<file path="src/hw/rtl/y86bsd_pkg.sv">
package y86bsd_pkg;

  // queue between the byte front end and the assembling back end
  localparam int unsigned QUEUE_DEPTH = 4;

  // dense mnemonic codes
  localparam logic [4:0] MN_HALT   = 5'd0;
  localparam logic [4:0] MN_NOP    = 5'd1;
  localparam logic [4:0] MN_RRMOVL = 5'd2;
  localparam logic [4:0] MN_IRMOVL = 5'd9;
  localparam logic [4:0] MN_RMMOVL = 5'd10;
  localparam logic [4:0] MN_MRMOVL = 5'd11;
  localparam logic [4:0] MN_ADDL   = 5'd12;
  localparam logic [4:0] MN_JMP    = 5'd16;
  localparam logic [4:0] MN_CALL   = 5'd23;
  localparam logic [4:0] MN_RET    = 5'd24;
  localparam logic [4:0] MN_PUSHL  = 5'd25;
  localparam logic [4:0] MN_POPL   = 5'd26;

  // opcode high nibbles
  localparam logic [3:0] OP_HALT   = 4'h0;
  localparam logic [3:0] OP_NOP    = 4'h1;
  localparam logic [3:0] OP_RRMOVL = 4'h2;
  localparam logic [3:0] OP_IRMOVL = 4'h3;
  localparam logic [3:0] OP_RMMOVL = 4'h4;
  localparam logic [3:0] OP_MRMOVL = 4'h5;
  localparam logic [3:0] OP_ALU    = 4'h6;
  localparam logic [3:0] OP_JXX    = 4'h7;
  localparam logic [3:0] OP_CALL   = 4'h8;
  localparam logic [3:0] OP_RET    = 4'h9;
  localparam logic [3:0] OP_PUSHL  = 4'hA;
  localparam logic [3:0] OP_POPL   = 4'hB;

  // highest function code of the families that have several
  localparam logic [3:0] FN_CMOV_MAX = 4'd6;
  localparam logic [3:0] FN_ALU_MAX  = 4'd3;
  localparam logic [3:0] FN_JXX_MAX  = 4'd6;
  localparam logic [3:0] FN_PLAIN    = 4'd0;

  // instruction length classes
  typedef enum logic [1:0] {
    LEN_1,
    LEN_2,
    LEN_5,
    LEN_6
  } len_t;

  // what one queued beat carries to the back end
  typedef enum logic [1:0] {
    BK_OPCODE,
    BK_REG,
    BK_VALUE
  } beat_kind_t;

  typedef struct packed {
    beat_kind_t  kind;
    logic [4:0]  mnemonic;
    logic [7:0]  data;
    logic [1:0]  lane;
    logic        done;
  } beat_t;

  typedef struct packed {
    logic       valid;
    logic [4:0] mnemonic;
    len_t       len;
  } opdec_t;

  function automatic opdec_t decode_opcode(input logic [7:0] op);
    opdec_t     d;
    logic [3:0] hi;
    logic [3:0] lo;
    hi = op[7:4];
    lo = op[3:0];
    d.valid    = 1'b0;
    d.mnemonic = MN_HALT;
    d.len      = LEN_1;
    unique case (hi)
      OP_HALT: begin
        d.valid = (lo == FN_PLAIN); d.mnemonic = MN_HALT; d.len = LEN_1;
      end
      OP_NOP: begin
        d.valid = (lo == FN_PLAIN); d.mnemonic = MN_NOP; d.len = LEN_1;
      end
      OP_RRMOVL: begin
        d.valid = (lo <= FN_CMOV_MAX);
        d.mnemonic = MN_RRMOVL + {1'b0, lo}; d.len = LEN_2;
      end
      OP_IRMOVL: begin
        d.valid = (lo == FN_PLAIN); d.mnemonic = MN_IRMOVL; d.len = LEN_6;
      end
      OP_RMMOVL: begin
        d.valid = (lo == FN_PLAIN); d.mnemonic = MN_RMMOVL; d.len = LEN_6;
      end
      OP_MRMOVL: begin
        d.valid = (lo == FN_PLAIN); d.mnemonic = MN_MRMOVL; d.len = LEN_6;
      end
      OP_ALU: begin
        d.valid = (lo <= FN_ALU_MAX);
        d.mnemonic = MN_ADDL + {1'b0, lo}; d.len = LEN_2;
      end
      OP_JXX: begin
        d.valid = (lo <= FN_JXX_MAX);
        d.mnemonic = MN_JMP + {1'b0, lo}; d.len = LEN_5;
      end
      OP_CALL: begin
        d.valid = (lo == FN_PLAIN); d.mnemonic = MN_CALL; d.len = LEN_5;
      end
      OP_RET: begin
        d.valid = (lo == FN_PLAIN); d.mnemonic = MN_RET; d.len = LEN_1;
      end
      OP_PUSHL: begin
        d.valid = (lo == FN_PLAIN); d.mnemonic = MN_PUSHL; d.len = LEN_2;
      end
      OP_POPL: begin
        d.valid = (lo == FN_PLAIN); d.mnemonic = MN_POPL; d.len = LEN_2;
      end
      default: begin
        d.valid = 1'b0;
      end
    endcase
    return d;
  endfunction

endpackage

</file>
<file path="src/hw/rtl/y86bsd_front.sv">
module y86bsd_front (
  input  logic               clk,
  input  logic               rst,
  input  logic [7:0]         code_byte,
  input  logic               last_byte,
  input  logic               in_valid,
  output logic               in_stall,
  input  logic               q_full,
  output logic               push,
  output y86bsd_pkg::beat_t  push_beat
);

  logic [2:0]       phase;
  logic [2:0]       phase_next;
  y86bsd_pkg::len_t len_class;
  y86bsd_pkg::len_t len_class_next;
  y86bsd_pkg::opdec_t dec;
  logic             accept;
  logic             need_push;

  assign in_stall = q_full;
  assign accept   = in_valid && !q_full;
  assign dec      = y86bsd_pkg::decode_opcode(code_byte);
  assign push     = accept && need_push;

  // classify the byte by phase and length class
  always_comb begin
    need_push          = 1'b0;
    push_beat.kind     = y86bsd_pkg::BK_OPCODE;
    push_beat.mnemonic = dec.mnemonic;
    push_beat.data     = code_byte;
    push_beat.lane     = 2'd0;
    push_beat.done     = 1'b0;
    phase_next         = phase;
    len_class_next     = len_class;
    if (phase == 3'd0) begin
      if (dec.valid) begin
        need_push      = 1'b1;
        push_beat.done = (dec.len == y86bsd_pkg::LEN_1);
        len_class_next = dec.len;
        phase_next     = (dec.len == y86bsd_pkg::LEN_1) ? 3'd0 : 3'd1;
      end
    end else begin
      need_push = 1'b1;
      if (len_class == y86bsd_pkg::LEN_5) begin
        push_beat.kind = y86bsd_pkg::BK_VALUE;
        push_beat.lane = 2'(phase - 3'd1);
        push_beat.done = (phase == 3'd4);
      end else if (phase == 3'd1) begin
        push_beat.kind = y86bsd_pkg::BK_REG;
        push_beat.done = (len_class != y86bsd_pkg::LEN_6);
      end else begin
        push_beat.kind = y86bsd_pkg::BK_VALUE;
        push_beat.lane = 2'(phase - 3'd2);
        push_beat.done = (phase == 3'd5);
      end
      phase_next = push_beat.done ? 3'd0 : phase + 3'd1;
    end
    // end of stream drops any partial instruction
    if (last_byte) begin
      phase_next = 3'd0;
    end
  end

  // phase counter and length class
  always_ff @(posedge clk) begin
    if (rst) begin
      phase     <= 3'd0;
      len_class <= y86bsd_pkg::LEN_1;
    end else if (accept) begin
      phase     <= phase_next;
      len_class <= len_class_next;
    end
  end

endmodule

</file>
<file path="src/hw/rtl/y86bsd_queue.sv">
module y86bsd_queue #(
  parameter int unsigned DEPTH = y86bsd_pkg::QUEUE_DEPTH
) (
  input  logic              clk,
  input  logic              rst,
  input  logic              push,
  input  y86bsd_pkg::beat_t push_beat,
  output logic              full,
  output logic              not_empty,
  input  logic              pop,
  output y86bsd_pkg::beat_t pop_beat
);

  localparam int unsigned PW = (DEPTH > 1) ? $clog2(DEPTH) : 1;
  localparam int unsigned CW = $clog2(DEPTH + 1);
  localparam logic [PW-1:0] LAST_SLOT = PW'(DEPTH - 1);
  localparam logic [CW-1:0] FULL_COUNT = CW'(DEPTH);

  y86bsd_pkg::beat_t slots [DEPTH];
  logic [PW-1:0] wr_ptr;
  logic [PW-1:0] rd_ptr;
  logic [CW-1:0] count;

  assign full      = (count == FULL_COUNT);
  assign not_empty = (count != '0);
  assign pop_beat  = slots[rd_ptr];

  // beat storage
  always_ff @(posedge clk) begin
    if (push) begin
      slots[wr_ptr] <= push_beat;
    end
  end

  // pointers and fill count
  always_ff @(posedge clk) begin
    if (rst) begin
      wr_ptr <= '0;
      rd_ptr <= '0;
      count  <= '0;
    end else begin
      if (push) begin
        wr_ptr <= (wr_ptr == LAST_SLOT) ? '0 : wr_ptr + PW'(1);
      end
      if (pop) begin
        rd_ptr <= (rd_ptr == LAST_SLOT) ? '0 : rd_ptr + PW'(1);
      end
      if (push && !pop) begin
        count <= count + CW'(1);
      end else if (pop && !push) begin
        count <= count - CW'(1);
      end
    end
  end

endmodule

</file>
<file path="src/hw/rtl/y86bsd_back.sv">
module y86bsd_back (
  input  logic              clk,
  input  logic              rst,
  input  logic              q_not_empty,
  input  y86bsd_pkg::beat_t pop_beat,
  output logic              pop,
  output logic              out_valid,
  input  logic              out_stall,
  output logic [4:0]        mnemonic,
  output logic [3:0]        reg_a,
  output logic [3:0]        reg_b,
  output logic [31:0]       value_word
);

  logic [4:0]  pend_mn;
  logic [7:0]  reg_byte;
  logic [31:0] acc;
  logic [4:0]  pend_mn_next;
  logic [7:0]  reg_byte_next;
  logic [31:0] acc_next;

  assign pop = q_not_empty && (!out_valid || !out_stall);

  // fold one beat into the instruction being assembled
  always_comb begin
    pend_mn_next  = pend_mn;
    reg_byte_next = reg_byte;
    acc_next      = acc;
    unique case (pop_beat.kind)
      y86bsd_pkg::BK_OPCODE: begin
        pend_mn_next  = pop_beat.mnemonic;
        reg_byte_next = 8'd0;
        acc_next      = 32'd0;
      end
      y86bsd_pkg::BK_REG: begin
        reg_byte_next = pop_beat.data;
      end
      y86bsd_pkg::BK_VALUE: begin
        acc_next = acc | ({24'd0, pop_beat.data} << {pop_beat.lane, 3'd0});
      end
      default: begin
        acc_next = acc;
      end
    endcase
  end

  // assembly registers
  always_ff @(posedge clk) begin
    if (pop) begin
      pend_mn  <= pend_mn_next;
      reg_byte <= reg_byte_next;
      acc      <= acc_next;
    end
  end

  // output register
  always_ff @(posedge clk) begin
    if (rst) begin
      out_valid <= 1'b0;
    end else if (pop) begin
      out_valid <= pop_beat.done;
    end else if (!out_stall) begin
      out_valid <= 1'b0;
    end
  end

  always_ff @(posedge clk) begin
    if (pop && pop_beat.done) begin
      mnemonic   <= pend_mn_next;
      reg_a      <= reg_byte_next[7:4];
      reg_b      <= reg_byte_next[3:0];
      value_word <= acc_next;
    end
  end

endmodule

</file>
<file path="src/hw/rtl/y86_byte_stream_decoder_top.sv">
// Y86 byte-stream decoder: takes one program byte per beat on the input channel and gives
// one beat per complete instruction on the output channel (mnemonic code, register nibbles
// and little-endian 32-bit value, zero where the instruction has none). A byte is taken
// every cycle unless the beat queue is full; each result passes through the queue and the
// output register after the final byte of its instruction. Sustained rate is one byte per
// cycle while the queue has room; a queue of QUEUE_DEPTH beats lets the input keep running
// while the output is stalled, until it fills. Unknown opcodes use up one byte and give no
// result, and a byte marked last_byte ends any partial instruction after it is processed.
module y86_byte_stream_decoder_top #(
  parameter int unsigned QUEUE_DEPTH = y86bsd_pkg::QUEUE_DEPTH
) (
  input  logic        clk,
  input  logic        rst,
  input  logic        in_valid,
  output logic        in_stall,
  input  logic [7:0]  code_byte,
  input  logic        last_byte,
  output logic        out_valid,
  input  logic        out_stall,
  output logic [4:0]  mnemonic,
  output logic [3:0]  reg_a,
  output logic [3:0]  reg_b,
  output logic [31:0] value_word
);

  logic              q_full;
  logic              q_not_empty;
  logic              push;
  logic              pop;
  y86bsd_pkg::beat_t push_beat;
  y86bsd_pkg::beat_t pop_beat;

  // byte classification
  y86bsd_front u_front (
    .clk       (clk),
    .rst       (rst),
    .code_byte (code_byte),
    .last_byte (last_byte),
    .in_valid  (in_valid),
    .in_stall  (in_stall),
    .q_full    (q_full),
    .push      (push),
    .push_beat (push_beat)
  );

  // beat queue
  y86bsd_queue #(
    .DEPTH (QUEUE_DEPTH)
  ) u_queue (
    .clk       (clk),
    .rst       (rst),
    .push      (push),
    .push_beat (push_beat),
    .full      (q_full),
    .not_empty (q_not_empty),
    .pop       (pop),
    .pop_beat  (pop_beat)
  );

  // instruction assembly and output register
  y86bsd_back u_back (
    .clk         (clk),
    .rst         (rst),
    .q_not_empty (q_not_empty),
    .pop_beat    (pop_beat),
    .pop         (pop),
    .out_valid   (out_valid),
    .out_stall   (out_stall),
    .mnemonic    (mnemonic),
    .reg_a       (reg_a),
    .reg_b       (reg_b),
    .value_word  (value_word)
  );

endmodule

</file>
<file path="config.mk">
export PLATFORM = sky130hd
export DESIGN_NAME = y86_byte_stream_decoder_top
export DESIGN_NICKNAME = d
export VERILOG_FILES = /design/src/hw/rtl/y86bsd_pkg.sv /design/src/hw/rtl/y86bsd_front.sv /design/src/hw/rtl/y86bsd_queue.sv /design/src/hw/rtl/y86bsd_back.sv /design/src/hw/rtl/y86_byte_stream_decoder_top.sv
export SDC_FILE = /design/constraint.sdc
export NUM_CORES = 1
export LEC_CHECK = 0
export CORE_MARGIN = 2
export CORE_UTILIZATION = 57
export DETAILED_ROUTE_END_ITERATION = 7
export DONT_BUFFER_PORTS = 1
export PLACE_DENSITY = 0.75
export SYNTH_ARGS = -nofsm -noshare
export SYNTH_HDL_FRONTEND = slang
export SYNTH_SLANG_ARGS = --single-unit
</file>
<file path="constraint.sdc">
create_clock -name clk -period 5 [get_ports clk]
set_input_delay 1 -clock clk [delete_from_list [all_inputs] [get_ports clk]]
set_output_delay 1 -clock clk [all_outputs]
set_load 0.01 [all_outputs]
</file>
# Word-level counts from Yosys, hierarchy flattened
# Memory sizes are Yosys's and may differ from the RTL's. A register that Yosys moved wholly into a read port is not among the register bits.
# Cells that the tools add are included.
# op_classes
addsub,10
n_lt_le_gt_ge,2
n_eq_ne,23
n_shift,1
mux,32
bitwise,1
n_reduce_logical,23
# op_table
operator,count
$pmux W7 S11,1
$pmux W32 S2,1
$or A32 B32 Y32,1
$shl A8 B5 Y32,1
$mux W3,8
$mux W2,9
$eq A4 B3 Y1 const B,4
$eq A4 B4 Y1 const B,4
$pmux W8 S2,1
$mux W1,10
$eq A3 B3 Y1 const B,3
$reduce_or A9 Y1,1
$eq A2 B2 Y1 const B,4
$eq A4 B2 Y1 const B,2
$logic_not A4 Y1,2
$add A3 B1 Y3 const B,2
$logic_and A1 B1 Y1,6
$add A2 B4 Y5 const A,1
$add A4 B4 Y5 const A,1
$add A5 B4 Y5 const A,1
$logic_not A1 Y1,5
$mux W5,1
$add A2 B1 Y2 const B,2
$eq A4 B1 Y1 const B,1
other kinds (19),20
# totals
reg_bits,103
mem_bits_rw,72
in_bits,13
out_inout_bits,47
word_cells,106
n_memories,1
# mem_list
name,depth,word_bits,rd,rd_clocked_by_memory_dff,wr,line_no,text
u_queue.slots,4,18,1,1,1,y86bsd_queue.sv:19,y86bsd_pkg::beat_t slots [DEPTH];

# Depth between registers and ports, before layout
# Gate-level depths: netlist of the first run.
# depth
depth_word,10
mapped_depth,12
ltp_nobuf,12

# Hierarchy
# A second synthesis of the first run with hierarchy kept.
# hier_totals
hier_cells,442
hier_area_um2,7369.6
# by_module_without_submodules
mod,n_inst,cells_each,area_per_inst_um2,seq_area_each_um2
y86bsd_back,1,173,3345.7,2722.6
y86bsd_queue,1,138,3080.5,2342.2
y86bsd_front,1,131,943.4,100.1

# Worst setup path before layout of the first run
# Ideal clock, no wire load.
# synth_path
kind,input to register
from,input out_stall
to,register u_back.mnemonic[0] (enable)
setup_time_ns,0.518
arrival_ns,4.607
required_time_ns,4.482
path_slack_ns,-0.125
stages,3
n_path_buf,0
cell_sequence,nand2_1 -> o31ai_1 -> a211oi_1
# synth_via
elab_chain_len,4
# synth_lines
item,line_no,text
start: declaration,y86_byte_stream_decoder_top.sv:19,"input logic out_stall,"
$logic_not A1 Y1,y86bsd_back.sv:22,assign pop = q_not_empty && (!out_valid || !out_stall);
$logic_or A1 B1 Y1,y86bsd_back.sv:22,
$logic_and A1 B1 Y1,y86bsd_back.sv:22,
$logic_and A1 B1 Y1,y86bsd_back.sv:68,if (pop && pop_beat.done) begin
end signal: assignment,y86bsd_back.sv:69,mnemonic <= pend_mn_next;
end: declaration,y86bsd_back.sv:9,"output logic [4:0] mnemonic,"
# No other way between the ends.
# A chain may end at the register's enable or synchronous reset.

# Worst setup path in the final report of the first run
# layout_path
from,input code_byte[3]
to,register u_queue.count[2]
# layout_via
elab_chain_len,8
word_cells_on_any_way,12
cone_classes,order compare: 2; mux: 4; reduce/logical: 6
# layout_lines
item,line_no,text
start: declaration,y86_byte_stream_decoder_top.sv:16,"input logic [7:0] code_byte,"
$le A4 B3 Y1 (tied with other cells),"y86bsd_pkg.sv:86, y86bsd_pkg.sv:103",
$pmux W1 S3 (*),y86bsd_pkg.sv:78,unique case (hi)
$mux W1 (*),y86bsd_front.sv:37,if (dec.valid) begin
$mux W1 (*),y86bsd_front.sv:36,if (phase == 3'd0) begin
$logic_and A1 B1 Y1 (*),y86bsd_front.sv:24,assign push = accept && need_push;
named net push,y86_byte_stream_decoder_top.sv:28,logic push;
$logic_not A1 Y1,y86bsd_queue.sv:50,end else if (pop && !push) begin
$logic_and A1 B1 Y1,y86bsd_queue.sv:50,
$reduce_bool A2 Y1 (no line),n/a,
end signal: assignment,y86bsd_queue.sv:49,count <= count + CW'(1);
end signal: assignment,y86bsd_queue.sv:51,count <= count - CW'(1);
end: declaration,y86bsd_queue.sv:22,logic [CW-1:0] count;
# The timed path passes the listed nets; every way through them passes the cells marked *.

==> impl_summary.log, run 1 <==
INFO  metric tritoncts_num_sinks = 177
INFO  metric die_h = 116 microns
INFO  metric share_clk_of_total_power = 26.5%
INFO  metric critPathTopFamily = compound AO/OA/AOI/OAI gates
INFO  metric synth_seq_area_share = 72.3%
INFO  metric detailed_place_hpwl = 7790 microns
INFO  metric finalCriticalPeriod = 3220 ps
INFO  metric hold_path.class = flop to flop
INFO  metric totalWireLength = 11800 microns
INFO  metric cts_max_level = 4
INFO  metric power_density = 626 nW/um^2
INFO  metric antenna_violating_nets_post_route = 0
INFO  metric grt_setup_unrepaired = no
INFO  metric hold_slack = 479 ps
INFO  metric insertion_delay_of_the_later_clocked_pin_in_the_worst_skew_pair = 430 ps
INFO  metric clk_transition_reported_paths = 60 ps
INFO  metric r2r_setup_slack = 2080 ps
INFO  metric synth.top_cell.area_share = 68.1%
INFO  metric grt_usage = 19.4%
INFO  metric crit_cells = 12
INFO  metric sum_of_internal_switching_and_leakage_power = 0.00494 W
INFO  metric fmaxAchievable = 311 MHz
INFO  metric leading_area_contributor_after_synthesis = sky130_fd_sc_hd__edfxtp_1
INFO  metric post-route-drc-count = 0
INFO  metric r2r-end = u_back.pend_mn[1]
INFO  metric post-synth-top-count-cell = sky130_fd_sc_hd__edfxtp_1
INFO  metric post_route_fraction_of_the_period_consumed_by_the_critical_path = 64.4%
INFO  metric required = 5360 ps
INFO  metric ys_types = 55
INFO  metric ys_top_cells_by_count = sky130_fd_sc_hd__edfxtp_1 (162), sky130_fd_sc_hd__nor2_1 (48), sky130_fd_sc_hd__a21oi_1 (46)
INFO  metric worst_pin_slew = 956 ps
INFO  metric critPathCapture = u_queue.count[2]
INFO  metric finalWeightedCongestion = 0.853
INFO  metric cts-buffers-inserted = 17
INFO  metric cp_cell_sequence = inv_1 -> ha_1 -> and3_1 -> a2111oi_2 -> a311oi_4 -> a21oi_4 -> ha_1 -> inv_1 -> fa_1 -> xor2_1 -> or3_1 -> a21oi_1
INFO  metric grt_first_pass_wirelength = 18900 microns
INFO  metric coreArea = 12100 sq um
INFO  metric max_stage_delay = 430 ps
INFO  metric final_hold_viol_count = 0
INFO  metric p_int = 0.00346 W
INFO  metric route.detailed.wl_per_inst = 18.8 microns
INFO  metric timing.critical_path.buf_inv = 2
INFO  metric clock_tree_from_tritoncts = done
INFO  metric vias = 3742
INFO  metric synth_fp_nets = 472
INFO  metric end_kind = flop
INFO  metric synth-edff-count = 162
INFO  metric synth_warnings = 0
INFO  metric dp.cells = 598
INFO  metric antenna_found_initial = 0
INFO  metric die_area = 13400 sq um
INFO  metric finish.cell_count_without_fillers = 630
INFO  metric setup.worst_path.start_class = input pin
INFO  metric run_status = completed
INFO  metric placement.io_buffers = 0
INFO  metric drt_pass1_iterations = 5
INFO  metric grt_max_degree = 47
INFO  metric swShare = 30.1%
INFO  metric final_setup_violation_count = 0
INFO  metric num_rows = 40
INFO  metric critPathKind = input pin to flop
INFO  metric ff2ff_path_depth = 3
INFO  metric slew_limit_headroom = 35.7%
INFO  metric startpoint_of_the_worst_setup_timing_path = code_byte[3]
INFO  metric first_global_vias = 3517
INFO  metric ctsResizeCount = 0
INFO  metric drt_iter0_drc = 351
INFO  metric initial_utilization = 58.9%
INFO  metric boundaryPins = 60
INFO  metric combinational_share_of_power = 21.4%
INFO  metric post-cts-setup-buffers = 0
INFO  metric synth.cell_area = 7140 sq um
INFO  metric via_density_per_instance = 5.94
INFO  metric part_of_the_total_power_dissipated_in_sequential_elements = 52.1%
INFO  metric power.leakage = 2.67 nW
INFO  metric critical_path_arrival = 3580 ps
INFO  metric p_switching = 0.00148 W
INFO  metric max-vdd-ir-drop = 0.278 mV
INFO  metric cts_max_path_buffers = 2
INFO  metric asyncSetResetFlopFracSynth = 0%
INFO  metric postSynthCellCount = 444
INFO  metric hold_buffers = 0
INFO  metric total_of_max_cap_violations = 0
INFO  metric syn-mean-instance-area = 16.1 sq um
INFO  metric floorplan.die.width = 116 microns
INFO  metric crit_path_top_delay_cell = sky130_fd_sc_hd__a2111oi_2
INFO  metric ys.flop_type = sky130_fd_sc_hd__edfxtp_1
INFO  metric final_nets = 477
INFO  metric antenna-diode-count = 0
INFO  metric post_route_cells_drive_above_1_share = 12.8%
INFO  metric grt.overflow.total = 0
INFO  metric area_growth_syn_to_layout = 10.6%
INFO  metric utilization = 65.2%
INFO  metric crit_fanout = 8
INFO  metric postSynthRegisterBits = 177
INFO  metric final_count_of_pins_violating_max_slew = 0
INFO  metric synth_area_leaders = sky130_fd_sc_hd__edfxtp_1 (68%), sky130_fd_sc_hd__mux4_2 (4.4%), sky130_fd_sc_hd__dfxtp_1 (4.2%), sky130_fd_sc_hd__a21oi_1 (3.2%), sky130_fd_sc_hd__nor2_1 (2.5%)
INFO  metric setup-tns-final = 0 ps
INFO  metric fin_worst_skew = 6.38 ps
INFO  metric clock-root-buffer = sky130_fd_sc_hd__clkbuf_16
worst reg2reg max path, stage by stage (launching register included):
cell and delay [ps]:
sky130_fd_sc_hd__dfxtp_1 930, sky130_fd_sc_hd__mux4_2 570, sky130_fd_sc_hd__nor2_4 730, sky130_fd_sc_hd__mux2_1 430
logic make-up (layout without fill, tap and decap cells):
| group | Yosys count | in the layout | synth area share (%) |
|---|---|---|---|
| flip-flops | 177 | 177 | 72.3 |
| AND/OR/NAND/NOR | 98 | 98 | 7.12 |
| AO/OA/AOI/OAI | 89 | 89 | 7.97 |
| buffers and inverters | 31 | 49 | 1.93 |
| multiplexers | 30 | 30 | 7.41 |
| adder cells (fa/ha/maj) | 15 | 15 | 2.73 |
| XOR/XNOR | 4 | 4 | 0.491 |
cell type report:
cell class | count | area (sq um)
clock buffer | 19 | 433
clock inverter | 13 | 161
fill | 844 | 4220
inverter | 14 | 52.6
multi-input combinational | 236 | 1850
sequential | 177 | 5160
tap | 168 | 210
timing repair buffer | 3 | 22.5
how the worst min path moves through the flow:
stage,startpoint,end,slack (ps),cells after the start
2_1_floorplan,u_queue.rd_ptr[1],flop,450,2
3_3_place_gp,u_queue.rd_ptr[1],u_queue.rd_ptr[1],460,2
3_5_place_dp,u_queue.rd_ptr[1],flop,480,2
4_1_cts,u_queue.rd_ptr[1],flop,490,2
5_1_grt,u_queue.rd_ptr[1],flop,500,2
6_report,u_queue.rd_ptr[1],u_queue.rd_ptr[1],480,2
power by group through the flow:
| stage | Clock (W) | Sequential [W] | Combinational (W) |
|---|---|---|---|
| floorplan | 0 | 0.00254 | 0.000839 |
| global placement | 0 | 0.00260 | 0.00103 |
| detailed placement | 0 | 0.00261 | 0.00106 |
| CTS | 0.00132 | 0.00258 | 0.00107 |
| global route | 0.00138 | 0.00263 | 0.00119 |
| finish | 0.00131 | 0.00258 | 0.00106 |
through the flow:
| step | worst slack [ps] | instance area, sq um |
|---|---|---|
| 4_1_cts | 1780 | 7890 |
| 5_1_grt | 1620 | 7890 |
| 3_3_place_gp | 1470 | 7300 |
| 6_report | 1780 | 7890 |
| 2_1_floorplan | 1470 | 7140 |
| 3_5_place_dp | 1340 | 7300 |
metal layers:
| metal | track usage, % | vias to the layer above | wire, microns |
|---|---|---|---|
| met5 | 0 | - | 0 |
| met4 | 8.25 | 0 | 227 |
| met3 | 5.18 | 17 | 627 |
| met2 | 30.6 | 159 | 5810 |
| met1 | 25.8 | 1845 | 5180 |
| li1 | - | 1721 | - |
layout by cell type, fill, tap and decap left out, types with 6 or more instances in the layout:
cell	n
sky130_fd_sc_hd__inv_1	13
sky130_fd_sc_hd__a21oi_1	46
sky130_fd_sc_hd__dfxtp_1	15
sky130_fd_sc_hd__clkbuf_16	17
sky130_fd_sc_hd__nand2_1	14
sky130_fd_sc_hd__nand2b_1	7
sky130_fd_sc_hd__ha_1	14
sky130_fd_sc_hd__mux2_1	6
sky130_fd_sc_hd__edfxtp_1	162
sky130_fd_sc_hd__mux4_2	14
sky130_fd_sc_hd__o21ai_0	11
sky130_fd_sc_hd__a22o_1	8
sky130_fd_sc_hd__mux2i_1	6
sky130_fd_sc_hd__nor2_1	48
state kept, by name, summed over array words and instances (netlist names), named ones only:
register / flops
u_back.acc: 32
u_back.mnemonic: 5
u_back.out_valid: 1
u_back.pend_mn: 5
u_back.reg_a: 4
u_back.reg_b: 4
u_back.reg_byte: 8
u_back.value_word: 32
u_front.len_class: 2
u_front.phase: 3
u_queue.count: 3
u_queue.rd_ptr: 2
u_queue.slots: 72
u_queue.wr_ptr: 2
Note: power is estimated with default switching activity, not from simulation.
==> run 2: changes to the inputs <==
clock period = 2.61 ns   (was 5 ns; I/O delays follow)
==> impl_summary.log, run 2 (same netlist as run 1, synthesis figures left out) <==
INFO  metric run_status = completed
INFO  metric cts_max_level = 4
INFO  metric grt_setup_unrepaired = no
INFO  metric boundaryPins = 60
INFO  metric clk_transition_reported_paths = 60 ps
INFO  metric grt_max_degree = 46
INFO  metric cts-buffers-inserted = 17
INFO  metric setup.worst_path.start_class = flop
INFO  metric antenna_violating_nets_post_route = 0
INFO  metric final_count_of_pins_violating_max_slew = 0
INFO  metric fmaxAchievable = 412 MHz
INFO  metric end_kind = flop
INFO  metric vias = 3788
INFO  metric hold_buffers = 0
INFO  metric coreArea = 12100 sq um
INFO  metric max-vdd-ir-drop = 0.522 mV
INFO  metric power_density = 1160 nW/um^2
INFO  metric num_rows = 40
INFO  metric drt_iter0_drc = 387
INFO  metric finalWeightedCongestion = 0.889
INFO  metric grt_usage = 20.5%
INFO  metric antenna-diode-count = 0
INFO  metric clock-root-buffer = sky130_fd_sc_hd__clkbuf_16
INFO  metric tritoncts_num_sinks = 177
INFO  metric final_nets = 490
INFO  metric final_cell_area = 8010 sq um
INFO  metric antenna_found_initial = 0
INFO  metric placement.io_buffers = 0
INFO  metric required = 2960 ps
INFO  metric most_common_library_cell_in_the_layout_ignoring_fill_and_taps = sky130_fd_sc_hd__edfxtp_1
INFO  metric utilization = 66.1%
INFO  metric grt_first_pass_wirelength = 19800 microns
INFO  metric cts_max_path_buffers = 2
INFO  metric post_route_cells_drive_above_1_share = 16.0%
INFO  metric final_setup_violation_count = 0
INFO  metric die_h = 116 microns
INFO  metric insertion_delay_of_the_later_clocked_pin_in_the_worst_skew_pair = 430 ps
INFO  metric regMostFlops = u_queue.slots
INFO  metric power.leakage = 2.71 nW
INFO  metric number_of_flip_flops_in_the_largest_register = 72
INFO  metric post-route-drc-count = 0
INFO  metric fin_worst_skew = 6.08 ps
INFO  metric floorplan.die.width = 116 microns
INFO  metric detailed_place_hpwl = 8100 microns
INFO  metric post_route_fraction_of_the_period_consumed_by_the_critical_path = 93.0%
INFO  metric first_global_vias = 3670
INFO  metric via_density_per_instance = 5.89
INFO  metric finish.cell_count_without_fillers = 643
INFO  metric hold_slack = 165 ps
INFO  metric top_regs = u_queue.slots (72), u_back.acc (32), u_back.value_word (32)
INFO  metric cp_cell_sequence = inv_1 -> ha_1 -> nor2b_1 -> a21oi_4 -> ha_2 -> inv_2 -> fa_2 -> xor2_1 -> or3_1 -> a21oi_1
INFO  metric crit_path_top_delay_cell = sky130_fd_sc_hd__dfxtp_2
INFO  metric slew_limit_headroom = 58.2%
INFO  metric total_of_max_cap_violations = 0
INFO  metric totalWireLength = 12500 microns
INFO  metric route.detailed.wl_per_inst = 19.4 microns
INFO  metric max_stage_delay = 370 ps
INFO  metric finalCriticalPeriod = 2430 ps
INFO  metric critPathTopFamily = adder cells
INFO  metric die_area = 13400 sq um
INFO  metric final_hold_viol_count = 0
INFO  metric dp.cells = 611
INFO  metric critPathKind = flop to flop
INFO  metric timing.critical_path.buf_inv = 2
INFO  metric critical_path_arrival = 2780 ps
INFO  metric grt.overflow.total = 0
INFO  metric worst_pin_slew = 626 ps
INFO  metric r2r_setup_slack = 180 ps
INFO  metric crit_fanout = 8
INFO  metric hold_path.class = input pin to flop
INFO  metric most-common-layout-cells = sky130_fd_sc_hd__edfxtp_1 (162), sky130_fd_sc_hd__nor2_1 (48), sky130_fd_sc_hd__a21oi_1 (46), sky130_fd_sc_hd__clkbuf_16 (17)
INFO  metric drt_pass1_iterations = 5
INFO  metric clock_tree_from_tritoncts = done
INFO  metric area_growth_syn_to_layout = 12.2%
INFO  metric initial_utilization = 58.9%
INFO  metric dpl_cell_area = 7500 sq um
-- run 2: timing repair --
item / in CTS / in global routing
gates resized for setup: 0 / 1
setup endpoints to repair: 0 / 1
hold endpoints to repair: 0 / 0
buffers inserted: 0 / 0
-- run 2: path summary, 6_finish.rpt --
path / cells past startpoint / endpoint / from
worst max-delay path: 10 / u_queue.count[2] / u_front.phase[0]
worst min register to register: 2 / u_queue.rd_ptr[1] / u_queue.rd_ptr[1]
worst max register to register: 10 / u_queue.count[2] / u_front.phase[0]
worst min-delay path: 1 / u_front.len_class[1] / rst
-- run 2: stage by stage --
| stage | TNS (ps) | setup WS, ps | total power, W |
|---|---|---|---|
| floorplan | -42.5 | -42.5 | 0.00651 |
| global placement | 0 | 34.5 | 0.00706 |
| finish | 0 | 183 | 0.00930 |
| CTS | 0 | 93.6 | 0.00937 |
| global route | 0 | 52.5 | 0.00980 |
| detailed placement | -68.9 | -68.9 | 0.00718 |
-- run 2: area by class of cell --
cell class                 instances  area, sq um
sequential                       177         5170
fill                             852         4100
multi-input combinational        236         1890
clock buffer                      25          465
tap                              168          210
timing repair buffer              16          183
inverter                          14         55.1
clock inverter                     7         40.0
-- run 2: worst register-to-register path, cell delays in order, from the launching register on --
cell	delay, ps
sky130_fd_sc_hd__dfxtp_2	370
sky130_fd_sc_hd__inv_1	90
sky130_fd_sc_hd__ha_1	290
sky130_fd_sc_hd__nor2b_1	230
sky130_fd_sc_hd__a21oi_4	200
sky130_fd_sc_hd__ha_2	210
sky130_fd_sc_hd__inv_2	40
sky130_fd_sc_hd__fa_2	330
sky130_fd_sc_hd__xor2_1	160
sky130_fd_sc_hd__or3_1	310
sky130_fd_sc_hd__a21oi_1	130
-- run 2: metal layers --
| metal | vias to the layer above | wire, microns | GRT usage (%) |
|---|---|---|---|
| li1 | 1739 | - | - |
| met1 | 1886 | 5100 | 27.3 |
| met2 | 143 | 6280 | 32.5 |
| met3 | 20 | 908 | 5.91 |
| met4 | 0 | 193 | 7.62 |
| met5 | - | 0 | 0 |
-- run 2: power breakdown --
group	switching, W	internal (W)	total, W
clock	0.000946	0.00123	0.00218
sequential	0.000467	0.00443	0.00490
combinational	0.00145	0.000775	0.00222
==> run 3: changes to the inputs <==
CORE_UTILIZATION = 50   (was 57)
GPL_TIMING_DRIVEN = 0   (was unset)
PLACE_DENSITY = unset   (was 0.75)
PLACE_DENSITY_LB_ADDON = 0.2   (was unset)
==> impl_summary.log, run 3 (same netlist as run 1, synthesis figures left out) <==
INFO  metric r2r-end = u_queue.count[2]
INFO  metric coreArea = 13900 sq um
INFO  metric drt_iter0_drc = 341
INFO  metric required = 2960 ps
INFO  metric final_setup_violation_count = 0
INFO  metric clk_transition_reported_paths = 60 ps
INFO  metric antenna_found_initial = 0
INFO  metric fin_worst_skew = 12.3 ps
INFO  metric route.detailed.wl_per_inst = 19.0 microns
INFO  metric hold_slack = 196 ps
INFO  metric power_density = 1180 nW/um^2
INFO  metric num_rows = 43
INFO  metric detailed_place_hpwl = 8430 microns
INFO  metric ff2ff_path_depth = 7
INFO  metric cts_max_path_buffers = 2
INFO  metric floorplan.die.width = 123 microns
INFO  metric final_hold_viol_count = 0
INFO  metric nFillCells = 1071
INFO  metric finalCriticalPeriod = 2400 ps
INFO  metric placement.io_buffers = 0
INFO  metric number_of_flip_flops_in_the_largest_register = 72
INFO  metric insertion_delay_of_the_later_clocked_pin_in_the_worst_skew_pair = 420 ps
INFO  metric dpl_cell_area = 7500 sq um
INFO  metric crit_fanout = 6
INFO  metric utilization = 57.6%
INFO  metric initial_utilization = 51.2%
INFO  metric post_route_cells_drive_above_1_share = 15.6%
INFO  metric dp.cells = 627
INFO  metric hold_path.class = input pin to flop
INFO  metric die_area = 15300 sq um
INFO  metric final_cell_area = 8020 sq um
INFO  metric boundaryPins = 60
INFO  metric critical_path_arrival = 2750 ps
INFO  metric clock_tree_from_tritoncts = done
INFO  metric worst_hold_path.num_cells = 0
INFO  metric grt_max_degree = 46
INFO  metric die_h = 123 microns
INFO  metric clock-root-buffer = sky130_fd_sc_hd__clkbuf_16
INFO  metric grt_first_pass_wirelength = 19900 microns
INFO  metric post-route-drc-count = 0
INFO  metric hold_buffers = 0
INFO  metric worst_pin_slew = 961 ps
INFO  metric via_density_per_instance = 5.68
INFO  metric fmaxAchievable = 417 MHz
INFO  metric max_stage_delay = 660 ps
INFO  metric worstReg2RegStart = u_queue.count[0]
INFO  metric finalWeightedCongestion = 0.876
INFO  metric finish.cell_count_without_fillers = 660
INFO  metric final_nets = 495
INFO  metric critPathKind = flop to flop
INFO  metric area_growth_syn_to_layout = 12.4%
INFO  metric antenna-diode-count = 0
INFO  metric cp_cell_sequence = o31ai_2 -> ha_2 -> inv_2 -> fa_2 -> xor2_1 -> or3_1 -> a21oi_1
INFO  metric grt_usage = 18.1%
INFO  metric vias = 3749
INFO  metric tritoncts_num_sinks = 177
INFO  metric first_global_vias = 3652
INFO  metric slew_limit_headroom = 35.9%
INFO  metric cts_max_level = 4
INFO  metric antenna_violating_nets_post_route = 0
INFO  metric power.leakage = 2.72 nW
INFO  metric post_route_fraction_of_the_period_consumed_by_the_critical_path = 91.9%
INFO  metric totalWireLength = 12500 microns
INFO  metric most-common-layout-cells = sky130_fd_sc_hd__edfxtp_1 (162), sky130_fd_sc_hd__nor2_1 (48), sky130_fd_sc_hd__a21oi_1 (46), sky130_fd_sc_hd__clkbuf_16 (17)
INFO  metric r2r_setup_slack = 210 ps
INFO  metric setup.worst_path.start_class = flop
INFO  metric max-vdd-ir-drop = 0.543 mV
INFO  metric timing.hold.worst_endpoint = u_queue.slots[1][8]
INFO  metric grt_setup_unrepaired = no
INFO  metric grt.overflow.total = 0
INFO  metric most_common_library_cell_in_the_layout_ignoring_fill_and_taps = sky130_fd_sc_hd__edfxtp_1
INFO  metric crit_path_top_delay_cell = sky130_fd_sc_hd__o31ai_2
INFO  metric drt_pass1_iterations = 5
INFO  metric run_status = completed
INFO  metric end_kind = flop
INFO  metric total_of_max_cap_violations = 0
INFO  metric top_regs = u_queue.slots (72), u_back.acc (32), u_back.value_word (32)
INFO  metric holdCritStartpoint = code_byte[5]
INFO  metric final_count_of_pins_violating_max_slew = 0
INFO  metric cts-buffers-inserted = 17
INFO  metric regMostFlops = u_queue.slots
run 3: cell count changes in the layout (fill, tap and decap cells not counted), moves of 2 or more:
cell and delta:
sky130_fd_sc_hd__buf_12 -4, sky130_fd_sc_hd__buf_2 +6, sky130_fd_sc_hd__clkbuf_1 +2, sky130_fd_sc_hd__buf_4 -8, sky130_fd_sc_hd__clkinv_1 +5, sky130_fd_sc_hd__buf_8 +2
run 3: how the worst max path moves through the flow:
stage                           from                    to  slack (ps)  cells after the start
global route        u_queue.count[0]      u_queue.count[2]          30                      7
global placement                flop  u_back.value_word[4]        -670                      4
CTS                 u_front.phase[0]      u_queue.count[2]          30                     10
detailed placement      code_byte[6]      u_queue.count[2]        -210                     11
floorplan               code_byte[6]      u_queue.count[2]         -40                     11
finish              u_queue.count[0]      u_queue.count[2]         210                      7
run 3: routing by layer:
layer	routed length (microns)	vias to the layer above	track usage, %
met3	639	13	5.44
met4	170	0	7.53
met5	0	-	0
met2	6160	116	28.3
li1	-	1757	-
met1	5560	1863	23.8
run 3: power by group:
part / switching (W) / leakage, nW / internal (W)
clock: 0.000950 / 0.251 / 0.00128
sequential: 0.000439 / 1.66 / 0.00442
combinational: 0.00152 / 0.811 / 0.000849
total: 0.00291 / 2.72 / 0.00656
run 3: stage by stage:
stage	TNS [ps]	setup WS, ps	power (W)
finish	0	211	0.00946
global route	0	25.6	0.00998
CTS	0	28.4	0.00956
detailed placement	-12310	-207	0.00732
global placement	-60070	-667	0.00708
floorplan	-42.5	-42.5	0.00651
run 3: cell type report:
class	instances	area [sq um]	area share, %
plain buffers	17	98.8	1.23
repair buffers	4	70.1	0.873
multi-input cells	236	1900	23.6
inverters	14	55.1	0.686
well taps	180	225	2.81
clock inverters	11	71.3	0.889
clock buffers	21	440	5.49
flip-flops and latches	177	5170	64.4
run 3: critical path: cells and delay by family, from the launching register on:
kind                     cells  cell delay (ps)
AO/OA/AOI/OAI                2              780
AND/OR/NAND/NOR              1              310
XOR/XNOR                     1              150
adder cells (fa/ha/maj)      2              680
flip-flops                   1              370
buffers and inverters        1               40
run 3: what timing repair did:
action | in CTS | in global routing
cloned | 0 | 0
gates resized for setup | 1 | 2
endpoints found under the setup margin | 1 | 73
buffers inserted | 0 | 1
pin swaps | 0 | 1
